[src/hdl/rrs_pkg.sv]
// Shared types and opcode constants for the RIP-relative reference scanner.
package rrs_pkg;

    localparam logic [7:0] OP_REX_W     = 8'h48;
    localparam logic [7:0] OP_REX_WR    = 8'h4C;
    localparam logic [7:0] OP_REX_WB    = 8'h49;
    localparam logic [7:0] OP_LEA       = 8'h8D;
    localparam logic [7:0] OP_MOV_LOAD  = 8'h8B;
    localparam logic [7:0] OP_MOV_STORE = 8'h89;
    localparam logic [7:0] OP_ESCAPE    = 8'h0F;
    localparam logic [7:0] OP_MOVAPS    = 8'h28;
    localparam logic [7:0] OP_MOVUPS_LD = 8'h10;
    localparam logic [7:0] OP_MOVUPS_ST = 8'h11;
    localparam logic [7:0] OP_MOVDQ_LD  = 8'h6F;
    localparam logic [7:0] OP_MOVDQ_ST  = 8'h7F;
    localparam logic [7:0] PFX_OPSIZE   = 8'h66;
    localparam logic [7:0] PFX_REP      = 8'hF3;
    localparam logic [7:0] MODRM_MASK   = 8'hC7;
    localparam logic [7:0] MODRM_RIP    = 8'h05;

    localparam int WIN_DEPTH = 8;
    localparam int CFG_W     = 33;
    localparam int START_W   = 32;

    typedef struct packed {
        logic [7:0] code_byte;
        logic       end_of_image;
    } item_t;

    typedef struct packed {
        logic               found;
        logic [START_W-1:0] ref_start;
        logic               scan_done;
    } result_t;

    // One classified byte, handed from the front end to the back end.
    typedef struct packed {
        logic               hit;
        logic [START_W-1:0] start;
        logic               last;
    } tok_t;

endpackage

[src/hdl/rip_relative_reference_scanner.sv]
// Top level of the RIP-relative reference scanner.
// Takes one image byte per cycle through item/push while not full, and reports
// each confirmed reference (LEA/MOV/SSE load-store with a [rip+disp32] operand
// landing on target_offset) as a result with found set and ref_start holding
// the offset of the instruction's first byte. A hit is reported when the byte
// eight past its displacement start arrives; hits in the last 8 bytes are
// dropped. The final byte (end_of_image) always produces a result with
// scan_done set, and the scan state clears after it. Throughput is one byte
// per cycle while no queue is full: the front end classifies a byte in its
// transfer cycle, a token queue carries it to the back end, which steps its
// confirmation line per token. Users must write target_offset through
// cfg_wr/cfg_data only while the scanner is idle; the block does not check it.
module rip_relative_reference_scanner #(
    parameter int OFFSET_BITS = 32,
    parameter int CONFIRM_LAG = 5,
    parameter int QUEUE_DEPTH = 2
) (
    input  logic                              clk,
    input  logic                              rst_n,
    input  logic                              cfg_wr,
    input  logic signed [rrs_pkg::CFG_W-1:0]  cfg_data,
    input  logic                              push,
    input  rrs_pkg::item_t                    item,
    output logic                              full,
    input  logic                              pop,
    output rrs_pkg::result_t                  result,
    output logic                              empty
);
    import rrs_pkg::*;

    logic signed [CFG_W-1:0] target_reg;
    logic                    accept;
    tok_t                    tok_in, tok_out;
    logic                    tok_empty, tok_pop;
    logic                    res_full, res_push;
    result_t                 res;

    assign accept = push && !full;

    always_ff @(posedge clk or negedge rst_n)
    begin
        if (!rst_n)
        begin
            target_reg <= '0;
        end
        else if (cfg_wr)
        begin
            target_reg <= cfg_data;
        end
    end

    rrs_front #(
        .OFFSET_BITS (OFFSET_BITS)
    ) u_front (
        .clk    (clk),
        .rst_n  (rst_n),
        .target (target_reg),
        .accept (accept),
        .item   (item),
        .tok    (tok_in)
    );

    rrs_fifo #(
        .WIDTH ($bits(tok_t)),
        .DEPTH (QUEUE_DEPTH)
    ) u_tok_q (
        .clk   (clk),
        .rst_n (rst_n),
        .push  (push),
        .wdata (tok_in),
        .full  (full),
        .pop   (tok_pop),
        .rdata (tok_out),
        .empty (tok_empty)
    );

    rrs_back #(
        .CONFIRM_LAG (CONFIRM_LAG)
    ) u_back (
        .clk       (clk),
        .rst_n     (rst_n),
        .tok_avail (!tok_empty),
        .tok       (tok_out),
        .tok_pop   (tok_pop),
        .res_full  (res_full),
        .res_push  (res_push),
        .res       (res)
    );

    rrs_fifo #(
        .WIDTH ($bits(result_t)),
        .DEPTH (QUEUE_DEPTH)
    ) u_res_q (
        .clk   (clk),
        .rst_n (rst_n),
        .push  (res_push),
        .wdata (res),
        .full  (res_full),
        .pop   (pop),
        .rdata (result),
        .empty (empty)
    );

endmodule

[src/hdl/rrs_fifo.sv]
// Small register queue with fill count.
module rrs_fifo #(
    parameter int WIDTH = 8,
    parameter int DEPTH = 2
) (
    input  logic             clk,
    input  logic             rst_n,
    input  logic             push,
    input  logic [WIDTH-1:0] wdata,
    output logic             full,
    input  logic             pop,
    output logic [WIDTH-1:0] rdata,
    output logic             empty
);

    localparam int PW = (DEPTH > 1) ? $clog2(DEPTH) : 1;
    localparam int CW = $clog2(DEPTH + 1);

    logic [WIDTH-1:0] mem [DEPTH];
    logic [PW-1:0]    wr_ptr_reg, wr_ptr_next;
    logic [PW-1:0]    rd_ptr_reg, rd_ptr_next;
    logic [CW-1:0]    count_reg, count_next;
    logic             do_push, do_pop;

    assign full    = (count_reg == CW'(DEPTH));
    assign empty   = (count_reg == '0);
    assign do_push = push && !full;
    assign do_pop  = pop && !empty;
    assign rdata   = mem[rd_ptr_reg];

    always_comb
    begin
        wr_ptr_next = wr_ptr_reg;
        rd_ptr_next = rd_ptr_reg;
        count_next  = count_reg;
        if (do_push)
        begin
            wr_ptr_next = (wr_ptr_reg == PW'(DEPTH - 1)) ? '0 : wr_ptr_reg + 1'b1;
        end
        if (do_pop)
        begin
            rd_ptr_next = (rd_ptr_reg == PW'(DEPTH - 1)) ? '0 : rd_ptr_reg + 1'b1;
        end
        if (do_push && !do_pop)
        begin
            count_next = count_reg + 1'b1;
        end
        else if (do_pop && !do_push)
        begin
            count_next = count_reg - 1'b1;
        end
    end

    always_ff @(posedge clk or negedge rst_n)
    begin
        if (!rst_n)
        begin
            wr_ptr_reg <= '0;
            rd_ptr_reg <= '0;
            count_reg  <= '0;
        end
        else
        begin
            wr_ptr_reg <= wr_ptr_next;
            rd_ptr_reg <= rd_ptr_next;
            count_reg  <= count_next;
        end
    end

    always_ff @(posedge clk)
    begin
        if (do_push)
        begin
            mem[wr_ptr_reg] <= wdata;
        end
    end

endmodule

[src/hdl/rrs_front.sv]
// Front end: byte window, offset counter and candidate classification.
module rrs_front #(
    parameter int OFFSET_BITS = 32
) (
    input  logic                                clk,
    input  logic                                rst_n,
    input  logic signed [rrs_pkg::CFG_W-1:0]    target,
    input  logic                                accept,
    input  rrs_pkg::item_t                      item,
    output rrs_pkg::tok_t                       tok
);
    import rrs_pkg::*;

    localparam int AW = ((OFFSET_BITS > CFG_W) ? OFFSET_BITS : CFG_W) + 2;

    logic [7:0]             win_reg [WIN_DEPTH];
    logic [7:0]             win_next [WIN_DEPTH];
    logic [OFFSET_BITS-1:0] pos_reg;
    logic [OFFSET_BITS-1:0] cand;
    logic [OFFSET_BITS-1:0] start;
    logic [31:0]            disp;
    logic [AW-1:0]          addr;
    logic [AW-1:0]          tgt_ext;
    logic [7:0]             modrm, op, pre, pre2;
    logic                   pre_rex, pre_adj, pre2_adj, form_ok, hit;

    always_comb
    begin
        for (int k = 0; k < WIN_DEPTH - 1; k++)
        begin
            win_next[k] = win_reg[k + 1];
        end
        win_next[WIN_DEPTH - 1] = item.code_byte;
    end

    // Candidate disp32 ends at the newest byte; it starts at pos - 3.
    assign cand    = pos_reg - OFFSET_BITS'(3);
    assign disp    = {win_next[7], win_next[6], win_next[5], win_next[4]};
    assign addr    = {{(AW - OFFSET_BITS){1'b0}}, cand} + AW'(4)
                   + {{(AW - 32){disp[31]}}, disp};
    assign tgt_ext = {{(AW - CFG_W){target[CFG_W-1]}}, target};

    assign modrm = win_next[3];
    assign op    = win_next[2];
    assign pre   = win_next[1];
    assign pre2  = win_next[0];

    assign pre_rex  = (pre == OP_REX_W) || (pre == OP_REX_WR) || (pre == OP_REX_WB);
    assign pre_adj  = pre_rex || (pre == OP_ESCAPE);
    assign pre2_adj = (pre2 == PFX_OPSIZE) || (pre2 == PFX_REP);

    always_comb
    begin
        form_ok = 1'b0;
        if (pre_rex && (op == OP_LEA || op == OP_MOV_LOAD))
        begin
            form_ok = 1'b1;
        end
        if (op == OP_MOV_LOAD || op == OP_MOV_STORE)
        begin
            form_ok = 1'b1;
        end
        if (pre == OP_ESCAPE
            && (op == OP_MOVAPS || op == OP_MOVUPS_LD || op == OP_MOVUPS_ST))
        begin
            form_ok = 1'b1;
        end
        if (pre2 == PFX_OPSIZE && pre == OP_ESCAPE
            && (op == OP_MOVAPS || op == OP_MOVDQ_LD || op == OP_MOVDQ_ST))
        begin
            form_ok = 1'b1;
        end
        if (pre2 == PFX_REP && pre == OP_ESCAPE
            && (op == OP_MOVDQ_LD || op == OP_MOVDQ_ST || op == OP_MOVUPS_LD))
        begin
            form_ok = 1'b1;
        end
    end

    assign hit = (pos_reg >= OFFSET_BITS'(5)) && (addr == tgt_ext)
              && ((modrm & MODRM_MASK) == MODRM_RIP) && form_ok;

    assign start = cand - OFFSET_BITS'(2) - OFFSET_BITS'(pre_adj)
                 - OFFSET_BITS'(pre2_adj);

    assign tok.hit   = hit;
    assign tok.start = START_W'(start);
    assign tok.last  = item.end_of_image;

    always_ff @(posedge clk or negedge rst_n)
    begin
        if (!rst_n)
        begin
            for (int k = 0; k < WIN_DEPTH; k++)
            begin
                win_reg[k] <= '0;
            end
            pos_reg <= '0;
        end
        else if (accept)
        begin
            if (item.end_of_image)
            begin
                for (int k = 0; k < WIN_DEPTH; k++)
                begin
                    win_reg[k] <= '0;
                end
                pos_reg <= '0;
            end
            else
            begin
                for (int k = 0; k < WIN_DEPTH; k++)
                begin
                    win_reg[k] <= win_next[k];
                end
                pos_reg <= pos_reg + 1'b1;
            end
        end
    end

endmodule

[src/hdl/rrs_back.sv]
// Back end: confirmation delay line and result generation.
module rrs_back #(
    parameter int CONFIRM_LAG = 5
) (
    input  logic              clk,
    input  logic              rst_n,
    input  logic              tok_avail,
    input  rrs_pkg::tok_t     tok,
    output logic              tok_pop,
    input  logic              res_full,
    output logic              res_push,
    output rrs_pkg::result_t  res
);
    import rrs_pkg::*;

    logic               pend_valid_reg [CONFIRM_LAG];
    logic [START_W-1:0] pend_start_reg [CONFIRM_LAG];
    logic               conf_valid;
    logic               step;

    assign conf_valid = pend_valid_reg[CONFIRM_LAG - 1];
    assign step       = tok_avail && !res_full;
    assign tok_pop    = step;
    assign res_push   = step && (conf_valid || tok.last);

    assign res.found     = conf_valid;
    assign res.ref_start = conf_valid ? pend_start_reg[CONFIRM_LAG - 1] : '0;
    assign res.scan_done = tok.last;

    always_ff @(posedge clk or negedge rst_n)
    begin
        if (!rst_n)
        begin
            for (int k = 0; k < CONFIRM_LAG; k++)
            begin
                pend_valid_reg[k] <= 1'b0;
            end
        end
        else if (step)
        begin
            if (tok.last)
            begin
                for (int k = 0; k < CONFIRM_LAG; k++)
                begin
                    pend_valid_reg[k] <= 1'b0;
                end
            end
            else
            begin
                for (int k = CONFIRM_LAG - 1; k > 0; k--)
                begin
                    pend_valid_reg[k] <= pend_valid_reg[k - 1];
                end
                pend_valid_reg[0] <= tok.hit;
            end
        end
    end

    // Start offsets only matter where the matching valid bit is set.
    always_ff @(posedge clk)
    begin
        if (step)
        begin
            for (int k = CONFIRM_LAG - 1; k > 0; k--)
            begin
                pend_start_reg[k] <= pend_start_reg[k - 1];
            end
            pend_start_reg[0] <= tok.start;
        end
    end

endmodule

[config.mk]
export PLATFORM = sky130hd
export DESIGN_NAME = rip_relative_reference_scanner
export DESIGN_NICKNAME = d
export VERILOG_FILES = /design/src/hdl/rrs_pkg.sv /design/src/hdl/rip_relative_reference_scanner.sv /design/src/hdl/rrs_fifo.sv /design/src/hdl/rrs_front.sv /design/src/hdl/rrs_back.sv
export SDC_FILE = /design/constraint.sdc
export NUM_CORES = 1
export LEC_CHECK = 0
export ABC_AREA = 1
export BUFFER_PORTS_ARGS = -buffer_cell sky130_fd_sc_hd__buf_2
export CAP_MARGIN = 20
export CORE_MARGIN = 2
export CORE_UTILIZATION = 60
export CTS_CLUSTER_DIAMETER = 60
export DETAILED_ROUTE_END_ITERATION = 7
export PLACE_DENSITY = 0.79
export SYNTH_ARGS = -nofsm -noshare
export SYNTH_HDL_FRONTEND = slang
export SYNTH_SLANG_ARGS = --single-unit
[constraint.sdc]
create_clock -name clk -period 19.48 [get_ports clk]
set_input_delay 0.974 -clock clk [delete_from_list [all_inputs] [get_ports clk]]
set_output_delay 0.974 -clock clk [all_outputs]
set_load 0.03 [all_outputs]
* After elaboration in Yosys (flattened, before gate mapping)
Memories as Yosys holds them, arrays and structs flattened.
Index checks and enable logic that the tools add are counted.
** Word-level totals
- Register bits :: 134
- Output and inout port bits :: 36
- Input port bits :: 47
- ROM bits :: 0
- Bits in writable memories :: 296
- Latch bits :: 0
- Memories :: 3
** Operators by class
- Multiply operators :: 0
- Reduce and logical (&&, ||, !) cells :: 44
- Equality and inequality tests :: 18
- Divide/modulo/power cells :: 0
- Shift-type cells :: 0
- Mux-type cells :: 23
- $add $sub $neg :: 15
- Bitwise operators :: 0
- Order comparisons :: 1
** Memories
- u_back.pend_start_reg :: words 5, bits a word 32, read ports 5, clocked after Yosys merged registers in 0, write ports 5, line rrs_back.sv:17 : logic [START_W-1:0] pend_start_reg [CONFIRM_LAG];
- u_res_q.mem :: words 2, bits a word 34, read ports 1, clocked after Yosys merged registers in 0, write ports 1, line rrs_fifo.sv:19 : logic [WIDTH-1:0] mem [DEPTH];
- u_tok_q.mem :: words 2, bits a word 34, read ports 1, clocked after Yosys merged registers in 0, write ports 1, line rrs_fifo.sv:19
** Operators by type and width (count)
- 32-bit 2-to-1 mux :: 2
- 32-bit by 1-bit subtractor with 32-bit output :: 2
- 32-bit by 2-bit subtractor with 32-bit output (second input constant) :: 2
- 56-bit 2-to-1 mux :: 1
- 8-bit by 7-bit == test with 1-bit output (second input constant) :: 6
- 35-bit adder :: 1
- 35-bit == test :: 1
- 32-bit by 3-bit adder with 33-bit output (second input constant) :: 1
- 32-bit by 1-bit adder with 32-bit output (second input constant) :: 1
- 8-bit == test (second input constant) :: 4
- 32-bit by 3-bit greater-or-equal comparator with 1-bit output (second input constant) :: 1
- 1-bit logical AND :: 19
- 8-bit by 5-bit == test with 1-bit output (second input constant) :: 2
- 1-bit 2-to-1 mux :: 15
- 1-bit logical OR :: 13
- 8-bit by 4-bit == test with 1-bit output (second input constant) :: 1
- 8-bit by 6-bit == test with 1-bit output (second input constant) :: 1
- 1-bit zero test :: 8
- 2-bit 2-to-1 mux :: 4
- 5-bit by 3-bit == test with 1-bit output (second input constant) :: 1
- 5-bit 2-to-1 mux :: 1
- 1-bit adder (second input constant) :: 4
- 2-bit by 1-bit adder with 2-bit output (second input constant) :: 2
- 2-bit == test (second input constant) :: 2
- other kinds (3) :: 6

* Longest topological paths before layout
- Depth after elaboration :: 10
- Depth in mapped cells :: 33

* By module
Synthesis repeated with hierarchy kept, for this count alone.
** Unflattened totals
- Cells, all modules :: 2457
- Area total of the unflattened synthesis :: 22281.4 µm²
** Modules (own cells, without submodules)
- rrs_front :: times used 1, seq. area each 2202.1 µm², area each 10152.2 µm², cells each 1630
- rrs_fifo :: times used 2, seq. area each 2142.1 µm², area each 2711.4 µm², cells each 209
- rrs_back :: times used 1, seq. area each 4929.7 µm², area each 5390.2 µm², cells each 266
- rip_relative_reference_scanner :: times used 1, seq. area each 825.8 µm², area each 1316.3 µm², cells each 143

* Worst setup path after synthesis
Ideal clock, no wire load.
- Path type :: flip-flop to flip-flop
- From :: register u_res_q.count_reg[1]
- To :: memory u_res_q.mem[1][0] in the netlist's numbering (enable)
- Library setup time :: 0.427 ns
- Path slack :: 12.886 ns
- Data arrival time :: 6.168 ns
- Path buffers :: 0
- Stages on the path, launching flop included :: 6
- Required time :: 19.053 ns
- Path through :: dfrtp_1 > inv_1 > o22ai_1 > inv_1 > o21ai_0 > nor2_1
** Between the ends
- Longest elaborated chain between the ends :: 7
** RTL lines
- start, declared :: line rrs_fifo.sv:22 : logic [CW-1:0] count_reg, count_next;
- start signal, assigned :: line rrs_fifo.sv:66 : count_reg <= count_next;
- 2-bit == test :: line rrs_fifo.sv:25 : assign full = (count_reg == CW'(DEPTH));
- 1-bit zero test :: line rrs_back.sv:22 : assign step = tok_avail && !res_full;
- 1-bit logical AND :: line rrs_back.sv:22
- via tok_pop :: line rip_relative_reference_scanner.sv:34 : logic tok_empty, tok_pop;
- 1-bit logical AND :: line rrs_back.sv:24 : assign res_push = step && (conf_valid || tok.last);
- 1-bit logical AND :: line rrs_fifo.sv:27 : assign do_push = push && !full;
- 1-bit 2-to-1 mux :: line rrs_fifo.sv:72 : if (do_push)
- 1-bit 2-to-1 mux (implied by the code) :: line rrs_fifo.sv:74 : mem[wr_ptr_reg] <= wdata;
- end, declared :: line rrs_fifo.sv:19
The timed path passes the listed nets, and every way through them passes these cells.

==> out/summary.txt <==
Seq/Total Area, Yosys = 56.6%
Type of the worst min-delay path = reg2reg
TritonCTS Buffers = 44
RSZ-0062 raised after global routing = no
Fin Setup TNS = 0 ns
Share of layout cells above drive strength 1 = 13.4%
First-pass GRT wire length = 77100 um
Resized Gates After CTS = 0
Worst Skew = 0.0169 ns
Most frequent cell after synthesis = nand2_1
Vias per Instance = 5.35
Synthesized flop and latch total = 430
Post-Syn Instances = 2273
Most used cell, CP = nand2_1
Wl on met1 = 20800 um
Ranking of synthesized cells by area = edfxtp_1 41%, dfrtp_1 16%, nand2_1 12%
Routed WL = 48400 um
CTS Buffer Depth = 3
Slew Viols, Final = 0
Chip height = 194 um
CP max stage delay = 0.46 ns
Dpl hpwl = 35700 um
Number of setup buffers added after CTS = 0
# rows = 69
Rel. slew slack = 32.3%
Remaining Overflow, GRT = 0
Max FFs per register = 160
Residual DRC = 0
Max_cap viols = 0
Starting density of the core = 60.8%
Clock Sinks = 430
Startpoint Class = flop
Worst skew pair latency = 0.57 ns
Core Area = 35600 um^2
Post-route ant nets = 0
Critical path class = reg2reg
Post-Syn Area = 21600 um^2
Synth cell types = 55
Post-synth EDFFs = 296
Hold-fix buffers, CTS = 0
Number of global-route vias before repair = 15.1k
Gr usage total = 25.8%
Reg clk slew, reported paths = 0.06 ns
Port bufs = 82
Met2 WL post-DR = 23500 um
I/O pin count = 83
Ant diodes = 0
Worst path required time = 19.84 ns
Area delta synth->final = 10.8%
Largest net degree at the start of global routing = 88
Tmin final = 5.06 ns
Root Buffer = clkbuf_16
Gpl congestion = 0.996
Final Hold Vio Count = 0
Slowest cell on the critical path = dfrtp_1
Asr flop ratio synth = 31.2%
Initial antenna violation count = 0
Yosys warning count = 0
Final net count = 2458
Syn Nets = 2365
DR vias = 15.3k
CP endpoint kind = flop
Number of DRC markers in iteration 0 = 1032
Full die area = 37600 um^2
Max Clk Rate = 198 MHz
Average cell area after synthesis = 9.51 um^2
Worst-Margin Slew = 1.01 ns
CP Max Fanout = 7
Die W = 194 um
Synth Flop Type = edfxtp_1
Top-area cell type share of the netlist area = 41.1%
Status = complete, no violations
Drt first pass iters = 6
Final setup viols = 0
Area leader, netlist = edfxtp_1
Worst EP arrival = 5.42 ns
Met3 routed WL = 2550 um
Tcrit/Tclk final = 26.0%
H-tree depth = 2
CTS tree = yes
Highest routed layer = met4
Synth top cells by count = 684 x nand2_1, 297 x inv_1, 296 x edfxtp_1, 172 x nor2_1, 134 x dfrtp_1
DR WL/cell = 16.9 um
==> layout make-up <==
class                           count  area [um^2]
Tap cell                          461          577
Inverter                          328         1260
Clock inverter                     22          225
Timing Repair Buffer               95          554
Multi-Input combinational cell   1467         7930
Fill cell                        2729        11600
Sequential cell                   430        12200
Clock buffer                       57         1170
==> logic make-up (layout without fill, tap and decap cells) <==
group / after synthesis / after routing / share of synthesized area (%)
xor+xnor: 104 / 104 / 5.27
flops: 430 / 430 / 56.6
mux: 19 / 19 / 0.990
compound gates: 193 / 193 / 4.92
buf+inv: 376 / 502 / 6.77
simple gates: 1106 / 1106 / 22.8
fa+ha+maj: 45 / 45 / 2.67
==> per-stage QoR <==
stage | hold WS, ns | cells | cell area [um^2] | worst slack [ns] | util, %
6_report | 0.415 | 2860 | 24000 | 14.42 | 67.4
5_1_grt | 0.421 | 2860 | 24000 | 13.96 | 67.4
4_1_cts | 0.414 | 2858 | 23900 | 14.57 | 67.2
3_5_place_dp | 0.405 | 2779 | 22500 | 14.61 | 63.3
3_3_place_gp | 0.400 | 2779 | 22500 | 14.67 | 63.3
2_1_floorplan | 0.400 | 2273 | 21600 | 12.89 | -
==> per-layer routing <==
metal	GRT usage [%]	vias to the layer above
met3	3.95	108
met5	0	-
met2	44.5	411
met4	8.45	0
met1	33.9	7237
li1	-	7541
==> critical path, delay by kind of cell (launching register included) <==
kind | cells | cell delay, ns
AND/OR/NAND/NOR | 19 | 2.36
buffers and inverters | 3 | 0.18
AO/OA/AOI/OAI | 2 | 0.69
flip-flops | 1 | 0.46
XOR/XNOR | 1 | 0.29
adder cells (fa/ha/maj) | 3 | 0.86
==> path summary, 6_finish.rpt <==
| kind | start | to | slack (ns) | cells past startpoint |
|---|---|---|---|---|
| setup reg to reg | u_front.pos_reg[0] | u_tok_q.mem[0][33] | 14.42 | 28 |
| hold / removal | u_back.pend_start_reg[0][27] | u_back.pend_start_reg[0][59] | 0.42 | 0 |
| setup / recovery | u_front.pos_reg[0] | u_tok_q.mem[0][33] | 14.42 | 28 |
| min in group asynchronous | rst_n | u_front.pre2[1] | 0.48 | 1 |
| hold reg to reg | u_back.pend_start_reg[0][27] | u_back.pend_start_reg[0][59] | 0.42 | 0 |
| max in group asynchronous | rst_n | u_back.pend_valid_reg[3] | 17.84 | 2 |
==> cell usage in the layout (no fill, tap or decap), types with 11 or more instances in the layout <==
cell and count:
nor2_1 168, clkbuf_16 44, inv_1 296, xnor2_1 17
nand4_1 24, nand2_1 684, a21oi_1 53, buf_4 11
nor2_2 29, xor2_2 17, o21ai_0 77, nand3_1 92
inv_2 25, nor2_4 14, o22ai_1 48, mux2_2 19
dfrtp_1 134, buf_2 81, nor3_1 33, edfxtp_1 296
clkbuf_1 11, xor2_1 64, ha_1 43, nand2_2 12
Power is not shown: default switching activity piles up to over one toggle a cycle in this logic, so the estimate is an artifact.
